File: config.mk
export PLATFORM = sky130hd
export DESIGN_NAME = morse_element_classifier
export DESIGN_NICKNAME = d
export VERILOG_FILES = /design/src/sv/mec_pkg.sv /design/src/sv/morse_element_classifier.sv /design/src/sv/mec_front.sv /design/src/sv/mec_queue.sv /design/src/sv/mec_back.sv
export SDC_FILE = /design/constraint.sdc
export NUM_CORES = 1
export LEC_CHECK = 0
export BUFFER_PORTS_ARGS = -buffer_cell sky130_fd_sc_hd__buf_2
export CORE_MARGIN = 10
export CORE_UTILIZATION = 60
export CTS_CLUSTER_DIAMETER = 200
export DETAILED_ROUTE_END_ITERATION = 8
export PLACE_DENSITY = 0.73
export SYNTH_ARGS = -nofsm -noshare
export SYNTH_HDL_FRONTEND = slang
export SYNTH_SLANG_ARGS = --single-unit
File: constraint.sdc
create_clock -name clk -period 9.75 [get_ports clk]
set_clock_uncertainty 0.05 [all_clocks]
set_input_delay 0.4875 -clock clk [delete_from_list [all_inputs] [get_ports clk]]
set_output_delay 0.4875 -clock clk [all_outputs]
set_load 0.005 [all_outputs]
File: src/sv/mec_pkg.sv
// mec_pkg: shared types, register indexes and defaults for the morse element classifier
// no dependencies; imported by every module of the block

package mec_pkg;

    // default widths and queue depth
    localparam int TIME_WIDTH_DEFAULT     = 20;
    localparam int DEBOUNCE_WIDTH_DEFAULT = 16;
    localparam int QUEUE_DEPTH_DEFAULT    = 2;

    // configuration register indexes
    localparam int CFG_INDEX_WIDTH = 3;
    typedef logic [CFG_INDEX_WIDTH-1:0] cfg_index_t;

    localparam cfg_index_t REG_FLIP_UP_COUNT          = 3'd0;
    localparam cfg_index_t REG_FLIP_DOWN_COUNT        = 3'd1;
    localparam cfg_index_t REG_MIN_DIT_SAMPLES        = 3'd2;
    localparam cfg_index_t REG_MIN_DAH_SAMPLES        = 3'd3;
    localparam cfg_index_t REG_MIN_WORD_SPACE_SAMPLES = 3'd4;
    localparam cfg_index_t REG_MIN_LETTER_SEP_SAMPLES = 3'd5;
    localparam cfg_index_t REG_MAX_RUN_SAMPLES        = 3'd6;

    // output symbol codes
    localparam int SYMBOL_WIDTH = 2;

    typedef enum logic [SYMBOL_WIDTH-1:0] {
        SYM_DAH        = 2'd0,
        SYM_DIT        = 2'd1,
        SYM_WORD_SPACE = 2'd2,
        SYM_LETTER_SEP = 2'd3
    } symbol_t;

    // front to queue: one classified item
    typedef struct packed {
        logic    valid;
        symbol_t sym;
    } sym_push_t;

    // queue occupancy flags
    typedef struct packed {
        logic full;
        logic empty;
    } q_status_t;

endpackage

File: src/sv/morse_element_classifier.sv
// morse_element_classifier: key-level samples in, dit/dah/space symbols out
// depends on mec_pkg, mec_front, mec_queue, mec_back
//
// Usage:
//   Input channel (in_valid / in_stall / key_level) takes one key sample per item.
//   Result channel (out_valid / out_stall / symbol) gives 0 dah, 1 dit,
//   2 word space, 3 letter separator; a sample gives at most one symbol.
//   Registers are written through wr_en / wr_index / wr_data while idle;
//   index 0..6 as in mec_pkg, other indexes are ignored.
// Timing:
//   One sample per cycle while in_stall is low. The front debounces and classifies a sample
//   in the cycle it is accepted and writes its symbol into a two-entry queue;
//   the output register takes it from the queue when that register is empty or
//   being taken, and out_valid then shows the symbol until it is taken.
// Reset:
//   Key up, counters and run timer zero, thresholds zero, max run all ones.
// Backpressure:
//   A stalled symbol holds in the output register; further symbols fill the
//   queue, and in_stall rises only when the queue is full.

module morse_element_classifier
    import mec_pkg::*;
#(
    parameter int TIME_WIDTH     = TIME_WIDTH_DEFAULT,
    parameter int DEBOUNCE_WIDTH = DEBOUNCE_WIDTH_DEFAULT,
    parameter int QUEUE_DEPTH    = QUEUE_DEPTH_DEFAULT,
    parameter int DATA_WIDTH     = (TIME_WIDTH > DEBOUNCE_WIDTH) ? TIME_WIDTH : DEBOUNCE_WIDTH
)
(
    input  logic                    clk,
    input  logic                    rst_n,
    input  logic                    wr_en,
    input  logic [CFG_INDEX_WIDTH-1:0] wr_index,
    input  logic [DATA_WIDTH-1:0]   wr_data,
    input  logic                    in_valid,
    output logic                    in_stall,
    input  logic                    key_level,
    output logic                    out_valid,
    input  logic                    out_stall,
    output logic [SYMBOL_WIDTH-1:0] symbol
);

    sym_push_t push;
    q_status_t status;
    symbol_t   head;
    logic      pop;
    logic      accept;

    // input taken whenever the queue has room
    assign in_stall = status.full;
    assign accept   = in_valid & ~in_stall;

    mec_front #(
        .TIME_WIDTH     (TIME_WIDTH),
        .DEBOUNCE_WIDTH (DEBOUNCE_WIDTH),
        .DATA_WIDTH     (DATA_WIDTH)
    ) u_front (
        .clk       (clk),
        .rst_n     (rst_n),
        .wr_en     (wr_en),
        .wr_index  (wr_index),
        .wr_data   (wr_data),
        .accept    (accept),
        .key_level (key_level),
        .push      (push)
    );

    mec_queue #(
        .DEPTH (QUEUE_DEPTH)
    ) u_queue (
        .clk    (clk),
        .rst_n  (rst_n),
        .push   (push),
        .pop    (pop),
        .status (status),
        .head   (head)
    );

    mec_back u_back (
        .clk       (clk),
        .rst_n     (rst_n),
        .status    (status),
        .head      (head),
        .pop       (pop),
        .out_valid (out_valid),
        .out_stall (out_stall),
        .symbol    (symbol)
    );

endmodule

File: src/sv/mec_front.sv
// mec_front: configuration registers, integrating key debouncer, run timer and classifier
// depends on mec_pkg

module mec_front
    import mec_pkg::*;
#(
    parameter int TIME_WIDTH     = TIME_WIDTH_DEFAULT,
    parameter int DEBOUNCE_WIDTH = DEBOUNCE_WIDTH_DEFAULT,
    parameter int DATA_WIDTH     = (TIME_WIDTH > DEBOUNCE_WIDTH) ? TIME_WIDTH : DEBOUNCE_WIDTH
)
(
    input  logic                  clk,
    input  logic                  rst_n,
    input  logic                  wr_en,
    input  cfg_index_t            wr_index,
    input  logic [DATA_WIDTH-1:0] wr_data,
    input  logic                  accept,
    input  logic                  key_level,
    output sym_push_t             push
);

    localparam int RUN_WIDTH = TIME_WIDTH + 1;

    logic [DEBOUNCE_WIDTH-1:0] flip_up_reg;
    logic [DEBOUNCE_WIDTH-1:0] flip_down_reg;
    logic [TIME_WIDTH-1:0]     min_dit_reg;
    logic [TIME_WIDTH-1:0]     min_dah_reg;
    logic [TIME_WIDTH-1:0]     min_word_reg;
    logic [TIME_WIDTH-1:0]     min_sep_reg;
    logic [TIME_WIDTH-1:0]     max_run_reg;

    logic                      key_down_reg;
    logic                      key_down_next;
    logic [DEBOUNCE_WIDTH-1:0] deb_count_reg;
    logic [DEBOUNCE_WIDTH-1:0] deb_count_next;
    logic [RUN_WIDTH-1:0]      run_reg;
    logic [RUN_WIDTH-1:0]      run_next;

    logic [DEBOUNCE_WIDTH-1:0] deb_step;
    logic [DEBOUNCE_WIDTH-1:0] deb_threshold;
    logic                      count_up;
    logic                      flip;
    logic                      emit;
    symbol_t                   emit_sym;

    // configuration writes, low bits kept, unknown index ignored
    always_ff @(posedge clk or negedge rst_n)
    begin
        if (!rst_n)
        begin
            flip_up_reg   <= '0;
            flip_down_reg <= '0;
            min_dit_reg   <= '0;
            min_dah_reg   <= '0;
            min_word_reg  <= '0;
            min_sep_reg   <= '0;
            max_run_reg   <= '1;
        end
        else if (wr_en)
        begin
            unique case (wr_index)
                REG_FLIP_UP_COUNT:          flip_up_reg   <= wr_data[DEBOUNCE_WIDTH-1:0];
                REG_FLIP_DOWN_COUNT:        flip_down_reg <= wr_data[DEBOUNCE_WIDTH-1:0];
                REG_MIN_DIT_SAMPLES:        min_dit_reg   <= wr_data[TIME_WIDTH-1:0];
                REG_MIN_DAH_SAMPLES:        min_dah_reg   <= wr_data[TIME_WIDTH-1:0];
                REG_MIN_WORD_SPACE_SAMPLES: min_word_reg  <= wr_data[TIME_WIDTH-1:0];
                REG_MIN_LETTER_SEP_SAMPLES: min_sep_reg   <= wr_data[TIME_WIDTH-1:0];
                REG_MAX_RUN_SAMPLES:        max_run_reg   <= wr_data[TIME_WIDTH-1:0];
                default:                    ;
            endcase
        end
    end

    // integrating debouncer: the idle-side counter is always zero, so one counter serves both
    always_comb
    begin
        count_up = key_level ^ key_down_reg;
        if (count_up)
            deb_step = (&deb_count_reg) ? deb_count_reg : deb_count_reg + 1'b1;
        else
            deb_step = (deb_count_reg != '0) ? deb_count_reg - 1'b1 : deb_count_reg;
        deb_threshold  = key_down_reg ? flip_down_reg : flip_up_reg;
        flip           = (deb_step >= deb_threshold);
        deb_count_next = flip ? '0 : deb_step;
        key_down_next  = flip ? ~key_down_reg : key_down_reg;
    end

    // run classification and run timer
    always_comb
    begin
        emit     = 1'b0;
        emit_sym = SYM_WORD_SPACE;
        if (flip)
        begin
            run_next = '0;
            if (key_down_reg)
            begin
                if (run_reg > {1'b0, min_dah_reg})
                begin
                    emit     = 1'b1;
                    emit_sym = SYM_DAH;
                end
                else if (run_reg > {1'b0, min_dit_reg})
                begin
                    emit     = 1'b1;
                    emit_sym = SYM_DIT;
                end
            end
            else
            begin
                if (run_reg >= {1'b0, min_word_reg})
                begin
                    emit     = 1'b1;
                    emit_sym = SYM_WORD_SPACE;
                end
                else if (run_reg >= {1'b0, min_sep_reg})
                begin
                    emit     = 1'b1;
                    emit_sym = SYM_LETTER_SEP;
                end
            end
        end
        else if (run_reg > {1'b0, max_run_reg})
        begin
            // overlong run: word space and restart, timer counts this sample
            emit     = 1'b1;
            emit_sym = SYM_WORD_SPACE;
            run_next = RUN_WIDTH'(1);
        end
        else
        begin
            run_next = (&run_reg) ? run_reg : run_reg + 1'b1;
        end
    end

    assign push.valid = accept & emit;
    assign push.sym   = emit_sym;

    // key state, advanced once per accepted item
    always_ff @(posedge clk or negedge rst_n)
    begin
        if (!rst_n)
        begin
            key_down_reg  <= 1'b0;
            deb_count_reg <= '0;
            run_reg       <= '0;
        end
        else if (accept)
        begin
            key_down_reg  <= key_down_next;
            deb_count_reg <= deb_count_next;
            run_reg       <= run_next;
        end
    end

endmodule

File: src/sv/mec_queue.sv
// mec_queue: short symbol queue between the classifier and the output stage
// depends on mec_pkg

module mec_queue
    import mec_pkg::*;
#(
    parameter int DEPTH = QUEUE_DEPTH_DEFAULT
)
(
    input  logic      clk,
    input  logic      rst_n,
    input  sym_push_t push,
    input  logic      pop,
    output q_status_t status,
    output symbol_t   head
);

    localparam int PTR_WIDTH   = (DEPTH > 1) ? $clog2(DEPTH) : 1;
    localparam int COUNT_WIDTH = $clog2(DEPTH + 1);

    symbol_t                entry_reg [DEPTH];
    logic [PTR_WIDTH-1:0]   wr_ptr_reg;
    logic [PTR_WIDTH-1:0]   rd_ptr_reg;
    logic [COUNT_WIDTH-1:0] count_reg;

    assign status.full  = (count_reg == COUNT_WIDTH'(DEPTH));
    assign status.empty = (count_reg == '0);
    assign head         = entry_reg[rd_ptr_reg];

    // entry storage
    always_ff @(posedge clk)
    begin
        if (push.valid)
            entry_reg[wr_ptr_reg] <= push.sym;
    end

    // pointers and fill count
    always_ff @(posedge clk or negedge rst_n)
    begin
        if (!rst_n)
        begin
            wr_ptr_reg <= '0;
            rd_ptr_reg <= '0;
            count_reg  <= '0;
        end
        else
        begin
            if (push.valid)
                wr_ptr_reg <= (wr_ptr_reg == PTR_WIDTH'(DEPTH - 1)) ? '0 : wr_ptr_reg + 1'b1;
            if (pop)
                rd_ptr_reg <= (rd_ptr_reg == PTR_WIDTH'(DEPTH - 1)) ? '0 : rd_ptr_reg + 1'b1;
            case ({push.valid, pop})
                2'b10:   count_reg <= count_reg + 1'b1;
                2'b01:   count_reg <= count_reg - 1'b1;
                default: count_reg <= count_reg;
            endcase
        end
    end

endmodule

File: src/sv/mec_back.sv
// mec_back: output register that drains the symbol queue onto the result channel
// depends on mec_pkg

module mec_back
    import mec_pkg::*;
(
    input  logic                    clk,
    input  logic                    rst_n,
    input  q_status_t               status,
    input  symbol_t                 head,
    output logic                    pop,
    output logic                    out_valid,
    input  logic                    out_stall,
    output logic [SYMBOL_WIDTH-1:0] symbol
);

    logic    out_valid_reg;
    logic    out_valid_next;
    symbol_t symbol_reg;

    // refill whenever the register is empty or being taken
    assign pop            = ~status.empty & (~out_valid_reg | ~out_stall);
    assign out_valid_next = pop | (out_valid_reg & out_stall);

    always_ff @(posedge clk or negedge rst_n)
    begin
        if (!rst_n)
            out_valid_reg <= 1'b0;
        else
            out_valid_reg <= out_valid_next;
    end

    always_ff @(posedge clk)
    begin
        if (pop)
            symbol_reg <= head;
    end

    assign out_valid = out_valid_reg;
    assign symbol    = symbol_reg;

endmodule

# [Yosys cells after proc, flatten, opt, wreduce, memory -nomap -nowiden]
# Memories as Yosys holds them, arrays and structs flattened. A register that Yosys moved wholly into a read port is not among the register bits.
# Index checks and enable logic that the tools add are counted.
[op_classes] mux=26 n_addsub=7 n_lt_le_gt_ge=6 n_bitwise=12 reduce_logical=15 eq_ne=10
[op_table] operator="$mux 16" n=5
[op_table] operator="$gt 21x20->1" n=3
[op_table] operator="$mux 21" n=3
[op_table] operator="$ge 21x20->1" n=2
[op_table] operator="$add 21x1->21 const B" n=1
[op_table] operator="$reduce_and 21->1" n=1
[op_table] operator="$reduce_and 2->1" n=9
[op_table] operator="$add 16x1->16 const B" n=1
[op_table] operator="$ge 16x16->1" n=1
[op_table] operator="$reduce_and 16->1" n=1
[op_table] operator="$reduce_bool 16->1" n=1
[op_table] operator="$sub 16x1->16 const B" n=1
[op_table] operator="$mux 1" n=12
[op_table] operator="$mux 2" n=5
[op_table] operator="$eq 3x3->1 const B" n=3
[op_table] operator="$eq 3x2->1 const B" n=2
[op_table] operator="$not 1->1" n=5
[op_table] operator="$and 1x1->1" n=4
[op_table] operator="$eq 2x2->1 const B" n=2
[op_table] operator="$pmux 2 s2" n=1
[op_table] operator="$eq 3x1->1 const B" n=1
[op_table] operator="$logic_not 3->1" n=1
[op_table] operator="$ne 3x1->1 const B" n=1
[op_table] operator="$add 1x1->1 const B" n=2
[op_table] operator="7 further kinds" n=8
[word_totals] mem_count=1 word_cells=91 input_bits=29 reg_bits=175 ram_bits=4
[memory_table] memory="u_queue.entry_reg" depth=2 word_bits=2 rd=1 rd_ports_with_merged_regs=1 wr=1 line="mec_queue.sv:21" rtl="symbol_t entry_reg [DEPTH];"

# [Logic depth before layout (Yosys ltp)]
[depth] depth_word=8 depth_mapped=21 mapped_depth_nobuf=21

# [By module]
# Synthesis repeated with hierarchy kept, for this count alone.
[unflattened] cells_unflattened=1065 hier_area_um2=10953.0
[modules_own_cells] mod="mec_front" instances=1 cells_per_inst=1037 area_per_inst_um2=10510.1
[modules_own_cells] mod="mec_queue" instances=1 cells_per_inst=22 area_per_inst_um2=329.1
[modules_own_cells] mod="mec_back" instances=1 cells_per_inst=5 area_per_inst_um2=100.1
[modules_own_cells] mod="morse_element_classifier" instances=1 cells_per_inst=1 area_per_inst_um2=13.8

# [Worst setup path before layout]
# OpenSTA, ideal clock, no wires.
[synth_path] path_kind="register to register" from="register u_front.deb_count_reg[1]" to="register u_queue.count_reg[1]" slack_ps=5459 stages_incl_launch_ff=20 t_required_ps=9575 t_arrival_ps=4116 synth_period_minus_slack_ps=4291 path_buffers=0 cell_sequence="dfrtp_1 > inv_1 > ha_1 > nor3b_1 > and4_1 > a211oi_1 > or3b_1 > o21ai_1 > xor2_1 > ha_1 > a21o_1 > a21oi_1 > o21ai_0 > or2_2 > and3_1 > a211o_1 > ha_1 > xnor2_1 > nor2_1 > xor2_1"
[synth_via] elab_chain_cells=8
[synth_lines] item="start: declaration" line="mec_front.sv:34" rtl="logic [DEBOUNCE_WIDTH-1:0] deb_count_reg;"
[synth_lines] item="start signal: assignment" line="mec_front.sv:151" rtl="deb_count_reg <= deb_count_next;"
[synth_lines] item="$sub 16x1->16 (tied with other cells)" line="mec_front.sv:81" rtl="deb_step = (deb_count_reg != '0) ? deb_count_reg - 1'b1 : deb_count_reg;"
[synth_lines] item="$mux 16, on equally long branches" line="mec_front.sv:81, mec_front.sv:79"
[synth_lines] item="$mux 16 (*)" line="mec_front.sv:78" rtl="if (count_up)"
[synth_lines] item="$ge 16x16->1 (*)" line="mec_front.sv:83" rtl="flip = (deb_step >= deb_threshold);"
[synth_lines] item="$mux 1 (*)" line="mec_front.sv:93" rtl="if (flip)"
[synth_lines] item="$and 1x1->1 (*)" line="mec_front.sv:136" rtl="assign push.valid = accept & emit;"
[synth_lines] item="$eq 2x1->1 / $eq 2x2->1 (equally long branches)" line="mec_queue.sv:52" rtl="case ({push.valid, pop})"
[synth_lines] item="$pmux 2 s2 / $reduce_bool 2->1 (equally long branches)"
[synth_lines] item="end signal: assignment" line="mec_queue.sv:53" rtl="2'b10: count_reg <= count_reg + 1'b1;"
[synth_lines] item="end signal: assignment" line="mec_queue.sv:54" rtl="2'b01: count_reg <= count_reg - 1'b1;"
[synth_lines] item="end signal: assignment" line="mec_queue.sv:55" rtl="default: count_reg <= count_reg;"
[synth_lines] item="end: declaration" line="mec_queue.sv:24" rtl="logic [COUNT_WIDTH-1:0] count_reg;"
# Every way passes the cells marked *; elsewhere a longest branch is shown, timed or not.
# A chain may end at the register's enable or synchronous reset.

# [Worst setup path after layout]
# Same ends and word-level chain as after synthesis.

==> impl_metrics.yaml <==
final_layout:
  drive_gt1_share_pct: 19.8
  fin_area_mm2: 0.0120
  fillers: 1406
  final_common_cell: "dfrtp_1"
  final_cell_mix: "155 x dfrtp_1, 120 x ha_1, 113 x inv_1"
  syn2layout_area_growth_pct: 9.01
  largest_reg_flops: 21
  finalNetCount: 1261
  antenna_cells: 0
  fin_cells: 1354
global_routing:
  antenna_found_initial: 0
  first_global_vias: 7843
  grt_start_max_net_pins: 84
  grt_usage_pct: 21.8
  grt_first_pass_wirelength_um: 42100
  gr-total-overflow: 0
floorplan:
  die_width_um: 155
  io_pins: 33
  die_y_um: 155
  start_util_pct: 61.1
  coreArea_mm2: 0.0180
  dieArea_mm2: 0.0242
  rows: 49
detailed_routing:
  wl_per_cell_um: 19.1
  antenna_left: 0
  drt-initial-drc-count: 466
  drc: 0
  drt-vias-per-instance: 5.95
  dr.pass1.iters: 5
  num_vias: 8057
  wirelength_um: 25800
synthesis:
  netlist_area_mm2: 0.0110
  synth_ff_type: "dfrtp_1"
  synth_nets: 1235
  synth_warnings: 0
  synth-edff-count: 6
  ys_seq_area_share_pct: 41.7
  synthArstFlopShare_pct: 96.7
  synthCells: 1086
  syn_avg_cell_area_um2: 10.1
  synth-seq-cells: 181
  synth_cell_types: 80
power_and_ir_drop:
  finalPower_w: 0.00293
  p_leak_nw: 5.68
  vdd_drop_max_mv: 0.163
  power_density_mw_per_mm2: 244
setup_path:
  regToRegStartpoint: "u_front.deb_count_reg[1]"
  regToRegEndpoint: "u_queue.count_reg[1]"
  path_max_fanout: 12
  end_kind: "register"
  worstSetupStartpointType: "register"
  critPathRequiredTime_ns: 10.02
  r2r_slack_ns: 4.81
  arrival_ns: 5.20
  ff2ff_path_depth: 19
  worst-setup-path-type: "register to register"
worst_hold_path:
  hold_class: "input port to register"
  min_from: "out_stall"
  holdPathStages: 3
  min_to: "u_back.out_valid"
cts:
  cts.sinks: 181
  tritoncts: "yes"
  cts_buffers: 17
  cts-htree-levels: 4
  clock_latency_ns: 0.43
  cts_setup_buffers: 0
  post_cts_resized: 0
  clockBufferDepth: 2
  clk_pin_slew_worst_paths_ns: 0.07
  cts-root-buf: "clkbuf_16"
placement:
  place_congestion: 0.891
  pre_cts_ws_ns: 4.88
  placed_area_mm2: 0.0114
  port_buffers: 32
  dp.cells: 1321
  dpl.hpwl_um: 18600
timing:
  finalCritPeriodShare_pct: 50.6
  worst_slew_pin_slew_ns: 1.03
  final_hold_viol_count: 0
  slew_headroom_pct: 31.4
  setup_ws_ns: 4.81
  fin_crit_ns: 4.94
  max_freq_mhz: 203
  finalSetupTns_ns: 0
  setup_viol: 0
  slew_violations: 0
  rsz0062_at_grt: "no"
flow_run:
  drv_cap: 0
run_status:
  status: "completed"
-- cell usage after synthesis (6+ instances only) --
cell type	number	area (um^2)
dfrtp_1	155	3880
ha_1	120	1500
inv_1	113	424
nand2_1	99	372
mux2_2	97	1090
o21ai_0	79	395
nor2_1	44	165
a21oi_1	43	215
nor3_1	25	125
clkbuf_1	24	90.1
a21o_1	23	173
nand3_1	23	115
dfstp_2	20	526
nand4_1	18	113
mux2i_1	16	160
xnor2_1	15	131
o211ai_1	11	82.6
o31ai_1	11	82.6
xor2_1	9	78.8
buf_2	7	35.0
a211oi_1	6	45.0
and3_1	6	37.5
edfxtp_1	6	180
nand4b_1	6	52.6
nor3b_1	6	45.0
nor4_1	6	37.5
-- critical path, stage by stage, from the launching register on --
cell and delay [ns]:
dfrtp_1 0.47, inv_1 0.14, ha_1 0.23, nor3b_1 0.15, and4_1 0.27, a211oi_1 0.53, or3b_1 0.40, o21ai_1 0.16
xor2_1 0.19, ha_1 0.26, a21o_1 0.16, a21oi_1 0.13, o21ai_0 0.10, or2_2 0.43, and3_1 0.18, a211o_1 0.36
ha_1 0.24, xnor2_1 0.16, nor2_1 0.07, xor2_1 0.14
-- through the flow --
| step | utilization (%) | hold slack (ns) |
|---|---|---|
| final | 66.6 | 0.211 |
| after global placement | 63.1 | 0.337 |
| after floorplan | - | 0.142 |
| after CTS | 66.6 | 0.199 |
| after global routing | 66.6 | 0.212 |
| after detailed placement | 63.1 | 0.339 |
-- how the worst max path moves through the flow --
stage / from / depth (start not counted) / end
floorplan: u_front.deb_count_reg[1] / 19 / u_queue.count_reg[1]
global placement: u_front.key_down_reg / 18 / u_queue.count_reg[1]
detailed placement: u_front.key_down_reg / 18 / u_queue.count_reg[1]
CTS: u_front.deb_count_reg[1] / 19 / u_queue.count_reg[1]
global route: u_front.deb_count_reg[1] / 20 / u_queue.count_reg[1]
finish: u_front.deb_count_reg[1] / 19 / u_queue.count_reg[1]
-- cell type report --
| cell class | instances | area, um^2 | area share (%) |
|---|---|---|---|
| Multi-Input combinational cell | 755 | 5830 | 48.6 |
| Sequential cell | 181 | 4580 | 38.2 |
| Clock buffer | 20 | 467 | 3.89 |
| Inverter | 113 | 424 | 3.53 |
| Tap cell | 229 | 287 | 2.39 |
| Timing Repair Buffer | 44 | 259 | 2.16 |
| Clock inverter | 12 | 145 | 1.21 |
-- per-layer routing --
| metal | up-vias | part of all wire (%) | track usage [%] |
|---|---|---|---|
| li1 | 3911 | - | - |
| met1 | 3973 | 47 | 29.7 |
| met2 | 152 | 49 | 35.8 |
| met3 | 21 | 3.4 | 3.09 |
| met4 | 0 | 1.1 | 5.35 |
| met5 | - | 0 | 0 |
-- power by group --
group          internal, W  total (W)  switching [W]
clock             0.000403   0.000708       0.000305
sequential        0.000938    0.00107       0.000131
combinational     0.000483    0.00115       0.000666
total              0.00182    0.00293        0.00110
-- cell families (layout without fill, tap and decap cells) --
group | Yosys count | count (layout) | synth area share, %
multiplexers | 113 | 113 | 11.4
XOR/XNOR | 24 | 24 | 1.91
adder cells (fa/ha/maj) | 120 | 120 | 13.6
flip-flops | 181 | 181 | 41.7
AO/OA/AOI/OAI | 225 | 225 | 13.1
AND/OR/NAND/NOR | 273 | 273 | 12.8
buffers and inverters | 150 | 189 | 5.54
-- what timing repair did --
| item | 4_1_cts | 5_1_grt |
|---|---|---|
| endpoints found under the setup margin | 0 | 0 |
| hold endpoints to repair | 26 | 0 |
| hold buffers | 1 | 0 |
(Power assumes the default switching activity.)
